--- src/rlab_pkg.sv ---
`timescale 1ns / 1ps
// Shared types and constants for the RGB lookup table / alpha blend block.
// No dependencies; imported by every module of the block.

package rlab_pkg;

  localparam int FIFO_DEPTH = 4;

  localparam logic [7:0] CHAN_MAX = 8'd255;
  localparam logic [31:0] ALPHA_MASK = 32'hFF00_0000;

  // x / 255 == (x * 0x8081) >> 23 for every 16-bit x
  localparam logic [15:0] DIV255_MUL = 16'h8081;
  localparam int DIV255_SHIFT = 23;

  typedef enum logic {
    ACTION_PIXEL = 1'b0,
    ACTION_LOAD  = 1'b1
  } action_t;

  typedef enum logic [1:0] {
    CHAN_RED   = 2'd0,
    CHAN_GREEN = 2'd1,
    CHAN_BLUE  = 2'd2
  } chan_t;

  // one pixel beat after the table read, queued between front and back
  typedef struct packed {
    logic [31:0] pixel;
    logic        last;
    logic [7:0]  red_lut;
    logic [7:0]  green_lut;
    logic [7:0]  blue_lut;
  } rlab_entry_t;

endpackage

--- src/rlab_fifo.sv ---
`timescale 1ns / 1ps
// Short queue between the table front end and the blend back end.
// Depends on rlab_pkg for the entry type.

module rlab_fifo #(
  parameter int Depth = rlab_pkg::FIFO_DEPTH
) (
  input  logic                        clk,
  input  logic                        rst,
  input  logic                        push,
  input  rlab_pkg::rlab_entry_t       push_data,
  input  logic                        pop,
  output logic                        not_empty,
  output rlab_pkg::rlab_entry_t       head,
  output logic [$clog2(Depth+1)-1:0]  count
);
  import rlab_pkg::*;

  localparam int PtrW = (Depth > 1) ? $clog2(Depth) : 1;
  localparam int CountW = $clog2(Depth + 1);

  rlab_entry_t mem [Depth];
  logic [PtrW-1:0] wr_ptr;
  logic [PtrW-1:0] rd_ptr;

  function automatic logic [PtrW-1:0] ptr_inc(input logic [PtrW-1:0] p);
    if (p == PtrW'(Depth - 1)) begin
      return '0;
    end
    return p + PtrW'(1);
  endfunction

  assign not_empty = (count != '0);
  assign head      = mem[rd_ptr];

  always_ff @(posedge clk) begin
    if (push) begin
      mem[wr_ptr] <= push_data;
    end
  end

  always_ff @(posedge clk) begin
    if (rst) begin
      wr_ptr <= '0;
      rd_ptr <= '0;
      count  <= '0;
    end else begin
      if (push) begin
        wr_ptr <= ptr_inc(wr_ptr);
      end
      if (pop) begin
        rd_ptr <= ptr_inc(rd_ptr);
      end
      unique case ({push, pop})
        2'b10:   count <= count + CountW'(1);
        2'b01:   count <= count - CountW'(1);
        default: count <= count;
      endcase
    end
  end

`ifndef SYNTHESIS
  a_no_overflow: assert property (@(posedge clk) disable iff (rst)
    push |-> (count < CountW'(Depth)) || pop)
    else $error("rlab_fifo: push into full queue");

  a_no_underflow: assert property (@(posedge clk) disable iff (rst)
    pop |-> not_empty)
    else $error("rlab_fifo: pop from empty queue");

  a_count_track: assert property (@(posedge clk) disable iff (rst)
    (push && !pop) |=> (count == $past(count) + CountW'(1)))
    else $error("rlab_fifo: count did not follow push");
`endif

endmodule

--- config.mk ---
export PLATFORM = sky130hd
export DESIGN_NAME = rlab_fifo
export DESIGN_NICKNAME = d
export VERILOG_FILES = /design/src/rlab_pkg.sv /design/src/rlab_fifo.sv
export SDC_FILE = /design/constraint.sdc
export NUM_CORES = 1
export LEC_CHECK = 0
export ABC_AREA = 1
export BUFFER_PORTS_ARGS = -buffer_cell sky130_fd_sc_hd__buf_2
export CAP_MARGIN = 20
export CORE_MARGIN = 4
export CORE_UTILIZATION = 40
export CTS_BUF_LIST = sky130_fd_sc_hd__clkbuf_8 sky130_fd_sc_hd__clkbuf_16
export DETAILED_ROUTE_END_ITERATION = 12
export GPL_ROUTABILITY_DRIVEN = 0
export HOLD_SLACK_MARGIN = 0.05
export SLEW_MARGIN = 10
export SYNTH_ARGS = -nofsm -noshare
export SYNTH_HDL_FRONTEND = slang
export SYNTH_SLANG_ARGS = --single-unit
export TNS_END_PERCENT = 100
--- constraint.sdc ---
create_clock -name clk -period 2.4 [get_ports clk]
set_clock_uncertainty 0.05 [all_clocks]
set_input_delay 0.48 -clock clk [delete_from_list [all_inputs] [get_ports clk]]
set_output_delay 0.48 -clock clk [all_outputs]
set_load 0.02 [all_outputs]
After elaboration in Yosys (flattened, before gate mapping) --
Memory sizes are Yosys's and may differ from the RTL's. A register that Yosys moved wholly into a read port is not among the register bits. Index checks and enable logic that the tools add are counted.
Cells by class: add/subtract/negate cells 4, multiply operators 0, div/mod/pow operators 0, $lt $le $gt $ge 0, equal/unequal tests 4, shifts and indexed selects 0, mux-type cells 15, bitwise operators 0, reductions and logical operators 2
Operators by type and width (count):
- 2-bit 2-to-1 mux | 6
- 1-bit 2-to-1 mux | 8
- 2-bit == test (second input constant) | 3
- 3-bit one-hot mux with 2 select lines | 1
- 2-bit by 1-bit adder with 2-bit output (second input constant) | 2
- 3-bit by 1-bit adder with 3-bit output (second input constant) | 1
- 3-bit nonzero test | 1
- 3-bit by 1-bit subtractor with 3-bit output (second input constant) | 1
- 2-bit by 1-bit == test with 1-bit output (second input constant) | 1
- 2-bit nonzero test | 1
Word-level totals: flip-flop bits (word level) 7, latch bits 0, bits in writable memories 228, memory bits (read-only) 0, input port bits 61, output and inout port bits 61, word-level logic and storage cells 29, memories 1
Memory list:
- mem | words 4, width 57, rd ports 1, clocked after memory_dff 1, write ports 1, line rlab_fifo.sv:22 | rlab_entry_t mem [Depth];

Depth between registers and ports, before layout --
depth in word-level cells 7, gate-level depth with buffers 8

Worst setup path after synthesis --
OpenSTA, ideal clock, no wires.
kind register to register, start point register wr_ptr[0], end point memory mem[2][0] in the netlist's numbering, enable pin, library setup time 0.411 ns, data arrival time 1.689 ns, required time 1.939 ns, setup slack 0.250 ns, stages on the path, launching flop included 5, cell sequence dfxtp_1 > inv_1 > ha_1 > nand2_1 > inv_1
RTL lines:
- from (decl) | line rlab_fifo.sv:23 | logic [PtrW-1:0] wr_ptr;
- from (signal assigned) | line rlab_fifo.sv:49 | wr_ptr <= ptr_inc(wr_ptr);
- to (decl) | line rlab_fifo.sv:22
No word-level cell before the write port.

==> flow_summary.toml <==
[hold_path]
hp-start = "push_data[52]"
hold_path_class = "in -> reg"

[yosys]
syn_avg_cell_area_um2 = 14.6
synthDistinctLibCells = 21
syn_area_um2 = 8880
synth_area_leaders = "edfxtp_1 77%, o21ai_0 6.2%, nor2_1 5.2%"
synth_edf_count = 228
ys_top_cells_by_count = "228 x edfxtp_1, 123 x nor2_1, 110 x o21ai_0, 57 x o22ai_1, 15 x clkbuf_1"
synth_area_leader_cell = "edfxtp_1"
synthMostInstantiatedCell = "edfxtp_1"
seq_area_frac_synth_pct = 79.1
synthArstFlopShare_pct = 0
syn-num-nets = 677
synth_ff_type = "edfxtp_1"
synth-seq-cells = 237
yosysWarningCount = 0
synth.top_cell.area_share_pct = 77.1
syn_inst = 609

[cts]
tritoncts = "built"
cts_inserted_buffers = 24
worstSkewPairLatency_ps = 490
clockBufferDepth = 3
clkSlewWorstSetupHoldPaths_ps = 60
cts_max_level = 1
cts_hold_buf = 0
clockRootBuffer = "clkbuf_16"
cts_sinks = 237

[power]
powerDensity_nw_per_um2 = 915
peakVddDrop_uv = 463
leakage_nw = 3.84

[finish]
drive_above_1_share_pct = 24.6
design_area_um2 = 10700
nets = 805
syn_to_final_growth_pct = 20.9

[timing]
maxSlewHeadroom_pct = 65.8
worst_pin_slew_ps = 513
hold_viol = 0
tns_ps = 0
setup_violations = 0
fin_crit_ps = 2300
rsz0062_at_grt = "yes"
clock.fmax_mhz = 435
period_share_pct = 95.8
final_max_slew_viol_count = 0

[routing]
dr.first_iter.drc_count = 341
routed-via-count = 5424
wire_per_inst_um = 18.9
drc = 0
drt_wl_total_um = 19600
viasPerCell = 5.24
first_pass_iters = 4
ant_nets = 0

[worst_setup_path]
cp_max_fo = 34
reg2reg_from = "wr_ptr[0]"
startpoint_type = "flop"
arrival_ps = 1770
crit_type = "reg -> out"
cp.required_ps = 1870
end_kind = "output pin"

[placed_design]
dpl.hpwl_um = 11300
numPortBuffers = 121
dpl_cell_area_um2 = 9790

[global_route]
grt_pass1_wl_um = 29800
overflow = 0
grt_use_total_pct = 15.4
first_global_vias = 5492
grt_start_max_net_pins = 61
antenna_found_initial = 3

[flow_run]
cap_viol_max_count = 0

[floorplanning]
die_area_um2 = 24700
start_util_pct = 40.7
pin_count = 122
num_rows = 54
die_h_um = 157
core_area_um2 = 21800
die_x_um = 157

[run_status]
outcome = "finished, final reports clean"
## path summary, 6_finish.rpt
kind	endpoint	slack, ps	depth (start not counted)
worst max register to register	mem[3][52]	810	4
worst min-delay path	mem[1][52]	150	1
worst max-delay path	head[42]	100	5
worst min register to register	flop	460	2
## power by group
part | total [mW] | internal (mW) | leakage, nW | switching, mW
Clock | 3.96 | 2.51 | 0.437 | 1.45
Sequential | 4.80 | 4.75 | 2.17 | 0.0533
Combinational | 1.06 | 0.327 | 1.23 | 0.735
## what timing repair did
| action | 4_1_cts | 5_1_grt |
|---|---|---|
| setup endpoints to repair | 57 | 44 |
| gates resized for setup | 7 | 6 |
| gates cloned | 1 | 0 |
| buffers inserted | 0 | 0 |
## worst max-delay path, cell delays in order, from the launching register on
cell	delay (ps)
dfxtp_4	380
inv_8	150
buf_16	220
nor2_1	70
o22ai_1	230
buf_2	210
## layer usage
metal / global-route usage [%] / part of all wire [%] / routed length, µm / vias up
met1: 20.6 / 43 / 8490 / 2716
met4: 3.15 / 1.3 / 259 / 2
met2: 26.4 / 49 / 9600 / 148
met5: 0 / 0.066 / 13 / -
met3: 3.19 / 6.1 / 1190 / 22
li1: - / - / - / 2536
## through the flow
step	util, %	worst slack [ps]	power (mW)	hold slack (ps)	cells
after floorplan	-	250	5.52	418	609
after global placement	44.9	406	5.91	436	990
after detailed placement	44.9	377	5.95	449	990
after CTS	49.1	-9.06	9.93	128	1033
after global routing	49.2	-7.68	10.2	129	1035
final	49.2	100	9.82	150	1036
## final cells by class
cell class | count | area [µm²]
multi-input cells | 322 | 1590
fillers | 1877 | 11100
flip-flops and latches | 237 | 7030
clock inverters | 14 | 193
well taps | 280 | 350
inverters | 14 | 60.1
repair buffers | 138 | 843
clock buffers | 28 | 667
diodes | 3 | 7.51
## registers in the layout, summed over array words and instances (netlist names), named ones only
register	cells
count	3
mem	228
wr_ptr	2
rd_ptr	2
## cell families after synthesis
group	Yosys count	synth area share [%]
flip-flops	237	79.1
AO/OA/AOI/OAI	178	10.8
AND/OR/NAND/NOR	136	5.82
buffers and inverters	50	3.10
adder cells (fa/ha/maj)	7	1.07
XOR/XNOR	1	0.0986
## cell usage in the layout, fill, tap and decap left out, types with 2 or more instances in the layout
cell type | Yosys | layout
dfxtp_1 | 9 | 7
buf_6 | 9 | 2
clkbuf_8 | 0 | 3
bufinv_16 | 0 | 5
clkbuf_16 | 0 | 25
buf_4 | 2 | 8
nand2_1 | 10 | 10
a21oi_1 | 3 | 3
ha_1 | 6 | 6
o21ai_0 | 110 | 110
buf_12 | 0 | 5
o22ai_1 | 57 | 56
diode_2 | 0 | 3
inv_1 | 12 | 12
edfxtp_1 | 228 | 228
buf_16 | 0 | 2
buf_2 | 8 | 121
nor2_1 | 123 | 123
clkinv_2 | 0 | 4
o21ai_1 | 8 | 8
inv_2 | 2 | 5
(Power assumes the default switching activity.)
