**config.mk**
```make
export PLATFORM = sky130hd
export DESIGN_NAME = rlab_back
export DESIGN_NICKNAME = d
export VERILOG_FILES = /design/src/rlab_pkg.sv /design/src/rlab_back.sv
export SDC_FILE = /design/constraint.sdc
export NUM_CORES = 1
export LEC_CHECK = 0
export ABC_AREA = 1
export ABC_CLOCK_PERIOD_IN_PS = 6850
export BUFFER_PORTS_ARGS = -buffer_cell sky130_fd_sc_hd__buf_2
export CAP_MARGIN = 20
export CORE_UTILIZATION = 54
export CTS_CLUSTER_SIZE = 12
export DETAILED_ROUTE_END_ITERATION = 6
export PLACE_DENSITY = 0.73
export SYNTH_ARGS = -nofsm -noshare
export SYNTH_HDL_FRONTEND = slang
export SYNTH_SLANG_ARGS = --single-unit
```
**constraint.sdc**
```tcl
create_clock -name clk -period 6.85 [get_ports clk]
set_input_delay 1.7125 -clock clk [delete_from_list [all_inputs] [get_ports clk]]
set_output_delay 1.7125 -clock clk [all_outputs]
set_load 0.1 [all_outputs]
```
**src/rlab_pkg.sv**
```systemverilog
`timescale 1ns / 1ps
// Shared types and constants for the RGB lookup table / alpha blend block.
// No dependencies; imported by every module of the block.

package rlab_pkg;

  localparam int FIFO_DEPTH = 4;

  localparam logic [7:0] CHAN_MAX = 8'd255;
  localparam logic [31:0] ALPHA_MASK = 32'hFF00_0000;

  // x / 255 == (x * 0x8081) >> 23 for every 16-bit x
  localparam logic [15:0] DIV255_MUL = 16'h8081;
  localparam int DIV255_SHIFT = 23;

  typedef enum logic {
    ACTION_PIXEL = 1'b0,
    ACTION_LOAD  = 1'b1
  } action_t;

  typedef enum logic [1:0] {
    CHAN_RED   = 2'd0,
    CHAN_GREEN = 2'd1,
    CHAN_BLUE  = 2'd2
  } chan_t;

  // one pixel beat after the table read, queued between front and back
  typedef struct packed {
    logic [31:0] pixel;
    logic        last;
    logic [7:0]  red_lut;
    logic [7:0]  green_lut;
    logic [7:0]  blue_lut;
  } rlab_entry_t;

endpackage

```
**src/rlab_back.sv**
```systemverilog
`timescale 1ns / 1ps
// Back end: pops looked-up pixels, blends with the input by alpha and drives the
// output register. Holds the alpha_blend register. Depends on rlab_pkg.

module rlab_back (
  input  logic                   clk,
  input  logic                   rst,
  input  logic                   cfg_wr_en,
  input  logic                   cfg_wr_data,
  input  logic                   fifo_not_empty,
  input  rlab_pkg::rlab_entry_t  fifo_head,
  output logic                   pop,
  output logic                   out_valid,
  input  logic                   out_stall,
  output logic [31:0]            pixel_out,
  output logic                   frame_end
);
  import rlab_pkg::*;

  logic        alpha_blend;
  logic        advance;

  logic        b1_valid;
  logic [31:0] b1_pixel;
  logic        b1_last;
  logic [7:0]  b1_lut   [3];
  logic [15:0] b1_sum   [3];

  logic [7:0]  chan_res [3];

  function automatic logic [15:0] blend_sum(input logic [7:0] px, input logic [7:0] lut,
                                            input logic [7:0] a);
    logic [15:0] inv_term;
    logic [15:0] lut_term;
    inv_term = {8'd0, CHAN_MAX - a} * {8'd0, px};
    lut_term = {8'd0, a} * {8'd0, lut};
    return inv_term + lut_term;
  endfunction

  function automatic logic [7:0] div255(input logic [15:0] s);
    logic [31:0] prod;
    prod = {16'd0, s} * {16'd0, DIV255_MUL};
    return prod[DIV255_SHIFT +: 8];
  endfunction

  assign advance = !out_valid || !out_stall;
  assign pop     = fifo_not_empty && advance;

  always_ff @(posedge clk) begin
    if (rst) begin
      alpha_blend <= 1'b0;
    end else if (cfg_wr_en) begin
      alpha_blend <= cfg_wr_data;
    end
  end

  always_ff @(posedge clk) begin
    if (pop) begin
      b1_pixel  <= fifo_head.pixel;
      b1_last   <= fifo_head.last;
      b1_lut[0] <= fifo_head.red_lut;
      b1_lut[1] <= fifo_head.green_lut;
      b1_lut[2] <= fifo_head.blue_lut;
      b1_sum[0] <= blend_sum(fifo_head.pixel[7:0], fifo_head.red_lut,
                             fifo_head.pixel[31:24]);
      b1_sum[1] <= blend_sum(fifo_head.pixel[15:8], fifo_head.green_lut,
                             fifo_head.pixel[31:24]);
      b1_sum[2] <= blend_sum(fifo_head.pixel[23:16], fifo_head.blue_lut,
                             fifo_head.pixel[31:24]);
    end
  end

  always_comb begin
    for (int i = 0; i < 3; i++) begin
      chan_res[i] = alpha_blend ? div255(b1_sum[i]) : b1_lut[i];
    end
  end

  always_ff @(posedge clk) begin
    if (advance && b1_valid) begin
      pixel_out <= (b1_pixel & ALPHA_MASK) | {8'd0, chan_res[2], chan_res[1], chan_res[0]};
      frame_end <= b1_last;
    end
  end

  always_ff @(posedge clk) begin
    if (rst) begin
      b1_valid  <= 1'b0;
      out_valid <= 1'b0;
    end else if (advance) begin
      b1_valid  <= pop;
      out_valid <= b1_valid;
    end
  end

`ifndef SYNTHESIS
  a_hold_stage: assert property (@(posedge clk) disable iff (rst)
    (out_valid && out_stall) |-> !pop)
    else $error("rlab_back: popped while output blocked");

  a_stage_moves: assert property (@(posedge clk) disable iff (rst)
    (b1_valid && advance) |=> out_valid)
    else $error("rlab_back: blend stage result dropped");

  a_alpha_copy: assert property (@(posedge clk) disable iff (rst)
    (b1_valid && advance) |=> (pixel_out[31:24] == $past(b1_pixel[31:24])))
    else $error("rlab_back: alpha byte not copied");
`endif

endmodule

```
Word level (Yosys, flattened, before mapping)
Memories as Yosys holds them, arrays and structs flattened.
Cells that the tools add are included.
Widths: inputs -> output; s select.
{"block": "totals", "input_bits": 63, "ramBits": 72, "register_bits": 69, "n_memories": 2, "elab_cells": 33}
{"memory": "b1_sum", "depth": 3, "word_bits": 16, "read_ports": 3, "rd_clocked_by_memory_dff": 0, "wr": 3, "line_no": "rlab_back.sv:27", "rtl": "logic [15:0] b1_sum [3];"}
{"memory": "b1_lut", "depth": 3, "word_bits": 8, "read_ports": 3, "rd_clocked_by_memory_dff": 0, "wr": 3, "line_no": "rlab_back.sv:26", "rtl": "logic [7:0] b1_lut [3];"}
{"block": "classes", "muxes": 5, "reduce_logical": 5, "n_addsub": 4, "n_bitwise": 1, "multipliers": 9}
{"cell": "$mul 8x8->16", "count": 6}
{"cell": "$mul 16x16->31 const B", "count": 3}
{"cell": "$add 16x16->16", "count": 3}
{"cell": "$or 32x24->32", "count": 1}
{"cell": "$mux 8", "count": 3}
{"cell": "$sub 8x8->8 const A", "count": 1}
{"cell": "$logic_and 1x1->1", "count": 2}
{"cell": "$logic_not 1->1", "count": 2}
{"cell": "$mux 1", "count": 2}
{"cell": "$logic_or 1x1->1", "count": 1}

Depth between registers and ports, before layout
{"block": "logic_depth", "word_depth": 5, "mapped_depth": 25}

Worst setup path before layout
OpenSTA, ideal clock, no wires.
{"block": "synth_timing", "kind": "input port to flip-flop", "startpoint": "input port fifo_head[53] in the netlist's numbering", "endpoint": "memory b1_sum[0][15] (data pin)", "n_path_buf": 2, "setup_slack_ps": 135, "required_time_ps": 6587, "arrival_ps": 6453, "cell_stages": 19, "path_cell_list": "clkbuf_1 -> clkbuf_1 -> nor2_1 -> fa_1 -> inv_1 -> fa_1 -> inv_1 -> fa_1 -> fa_1 -> fa_1 -> inv_1 -> fa_1 -> inv_1 -> ha_1 -> a21oi_1 -> o21ai_0 -> a21oi_1 -> o21ai_0 -> xor2_1"}
{"item": "from (decl)", "line_no": "rlab_back.sv:11", "rtl": "input rlab_pkg::rlab_entry_t fifo_head,"}
{"item": "to (decl)", "line_no": "rlab_back.sv:27"}

==> impl_results.md <==
* Outcome: completed
* Crit path kind: in2reg
* CTS Root Cell: clkbuf_16
* Fin. Hold Viols at 0
* First-pass iteration count of the detailed router at 6
* CTS tree: done
* Worst Path Buf+Inv at 5
* Worst slew pin tran at ~0.90 ns
* Crit path max fanout at 6
* Crit-path most repeated cell: fa_1
* Worst Setup End Kind: flip-flop
* Post_cts resized at 0
* Ys flop type: edfxtp_1
* Pin count of the biggest net entering global routing at 65
* Share of the yosys chip area belonging to registers at 16.0%
* Crit-path cells: buf_2 > inv_1 > nand2_1 > fa_1 > fa_1 > inv_1 > fa_1 > fa_1 > fa_1 > inv_1 > fa_1 > inv_1 > ha_1 > a21oi_1 > o21ai_1 > a21oi_1 > nor2_1 > nand3_1 > nand2_1 > xor2_1
* Async SR Flop Fraction at 0%
* Vias in the first global route at roughly 18000
* Syn avg cell area at 8.22 sq um
* RSZ-0062 raised after global routing: no
* Global routing's busiest layer: met2
* Ports at 98
* Row count at 73
* Core area at 0.0398 sq mm
* Skew-Pair Late Insertion Delay at 0.45 ns
* Die Footprint at 0.0412 sq mm
* Crit-path slowest cell: fa_1
* Worst relative slew slack at between 40% and 50%
* H-tree Lvls at 4
* Hold Path Class: reg2reg
* Setup violations, final at 0
* Period utilization at 93.8%
* Die width at 203 um
* Area growth, synth to finish at 9.14%
* Cell area after synthesis at 0.0218 sq mm
* Commonest cells after routing, fill and taps aside: inv_1, nand2_1, ha_1
* Initial antenna violation count at 6
* Fin. max-slew vios at 0
* DRT iter0 DRCs at about 1200
* Clk sink count at 117
* Most common cell after layout, fill and taps aside: inv_1
* Starting Density at 54.8%
* I/O Buffers at 97
* Total clock buffers created by CTS at 17
* Layout cell share with drive strength beyond 1 at 7.38%
* Startpoint Class: primary input
* Worst clock skew at 0.0190 ns
* Grt met3 use at 3.77%
* CTS clk-pin slew, worst paths at roughly 0.06 ns
* Dpl cell area at 0.0232 sq mm
* Final GP Congestion at approximately 0.94
* Antenna Nets Post-Route at 0
* Met1 global-route usage at between 30% and 40%
* Hold buffers post-CTS at 0
* Synth cell types at 41
* First-pass GRT wire length at a little over 90000 um
* Syn. warnings at 0
* Die Span Y at 203 um
* Final Net Count at 3481
* WP data required at between 7 and 8 ns
* Drt drc at 0
* Maximum capacitance violations at 0
* Crit-path leading delay family: adder cells
* Post-route cell area at ~0.024 sq mm
* Post-synth EDFFs at 114
* CP max stage delay at roughly 0.55 ns
* Post CTS Setup Buffer Count at 0
* Gr usage total at 28.9%
* Synth Register Bits at approximately 120
* Routed WL at around 56000 um
* Gr ovfl total at 0
* DP HPWL at 46800 um
* GRT met2 Usage at 47.6%
* Syn Inst Count at 2655
* Worst path arrival time at 6.62 ns
* WL per Instance at 17.1 um
* Fmax at 0.156 GHz
* DR vias at 17381
* Maximum clock path buffer count at 2
* Vias per std cell at 5.27
* Final min period at 6.43 ns
-- stage by stage --
| step | instances | worst slack [ns] | util (%) | setup TNS [ns] | hold WS, ns |
|---|---|---|---|---|---|
| 4_1_cts | 3290 | 0.465 | 59.8 | 0 | 0.421 |
| 3_5_place_dp | 3258 | -0.00579 | 58.2 | -0.00579 | 0.406 |
| 5_1_grt | 3294 | 0.205 | 59.8 | 0 | 0.424 |
| 3_3_place_gp | 3258 | 0.0785 | 58.2 | 0 | 0.403 |
| 2_1_floorplan | 2657 | 0.135 | - | 0 | 0.400 |
| 6_report | 3295 | 0.424 | 59.8 | 0 | 0.421 |
-- area by class of cell --
cell class | instances | area [sq um]
inverters | 678 | 2550
fillers | 3563 | 16000
diodes | 5 | 12.5
multi-input cells | 1794 | 15500
well taps | 525 | 657
clock inverters | 14 | 189
repair buffers | 144 | 951
clock buffers | 18 | 439
flip-flops and latches | 117 | 3480
-- flip-flops by register name, indices dropped and copies added, names as in the netlist --
register / cells
b1_pixel: 8
b1_sum: 48
alpha_blend: 1
frame_end: 1
pixel_out: 32
out_valid: 1
b1_last: 1
b1_lut: 24
b1_valid: 1
-- cells in the mapped netlist, drive strengths merged, types with 2 or more instances --
cell | count | area share, %
nand3b | 6 | 0.21
o21ai | 41 | 0.97
edfxtp | 114 | 16
xnor2 | 16 | 0.64
nand2 | 575 | 10
nand3 | 76 | 1.8
a21oi | 87 | 2.0
nor2 | 219 | 3.9
a21boi | 2 | 0.069
nor3 | 14 | 0.37
o21bai | 8 | 0.28
xor2 | 32 | 1.3
clkbuf | 47 | 0.86
a21o | 10 | 0.34
ha | 378 | 22
nand4 | 27 | 0.80
buf | 21 | 0.37
inv | 677 | 12
dfxtp | 3 | 0.28
o21a | 6 | 0.21
and2 | 2 | 0.057
fa | 288 | 26
-- cells by family (layout without fill, tap and decap cells) --
kind of cell             after synthesis  after routing  synth area share, %
AND/OR/NAND/NOR                      920            920                 17.1
XOR/XNOR                              48             48                 1.93
flip-flops                           117            117                 16.0
AO/OA/AOI/OAI                        157            157                 4.01
buffers and inverters                746            854                 12.9
other                                  1              8               0.0172
adder cells (fa/ha/maj)              666            666                 48.1
-- per-layer routing --
layer  wire [um]  up-vias
li1            -     8276
met3        3470      111
met1       25000     8432
met2       26300      560
met4        1520        2
met5          11        -
-- final timing paths --
| check | start | end | slack [ns] | cells past startpoint |
|---|---|---|---|---|
| max reg2reg | b1_sum[0][14]$_DFFE_PP_ | pixel_out[5]$_DFFE_PP_ | 3.45 | 14 |
| max | fifo_head[49] | b1_sum[0][14]$_DFFE_PP_ | 0.42 | 20 |
| min | b1_pixel[24]$_DFFE_PP_ | pixel_out[24]$_DFFE_PP_ | 0.42 | 0 |
| min reg2reg | b1_pixel[24]$_DFFE_PP_ | pixel_out[24]$_DFFE_PP_ | 0.42 | 0 |
Power is not shown: default switching activity piles up to over one toggle a cycle in this logic, so the estimate is an artifact.
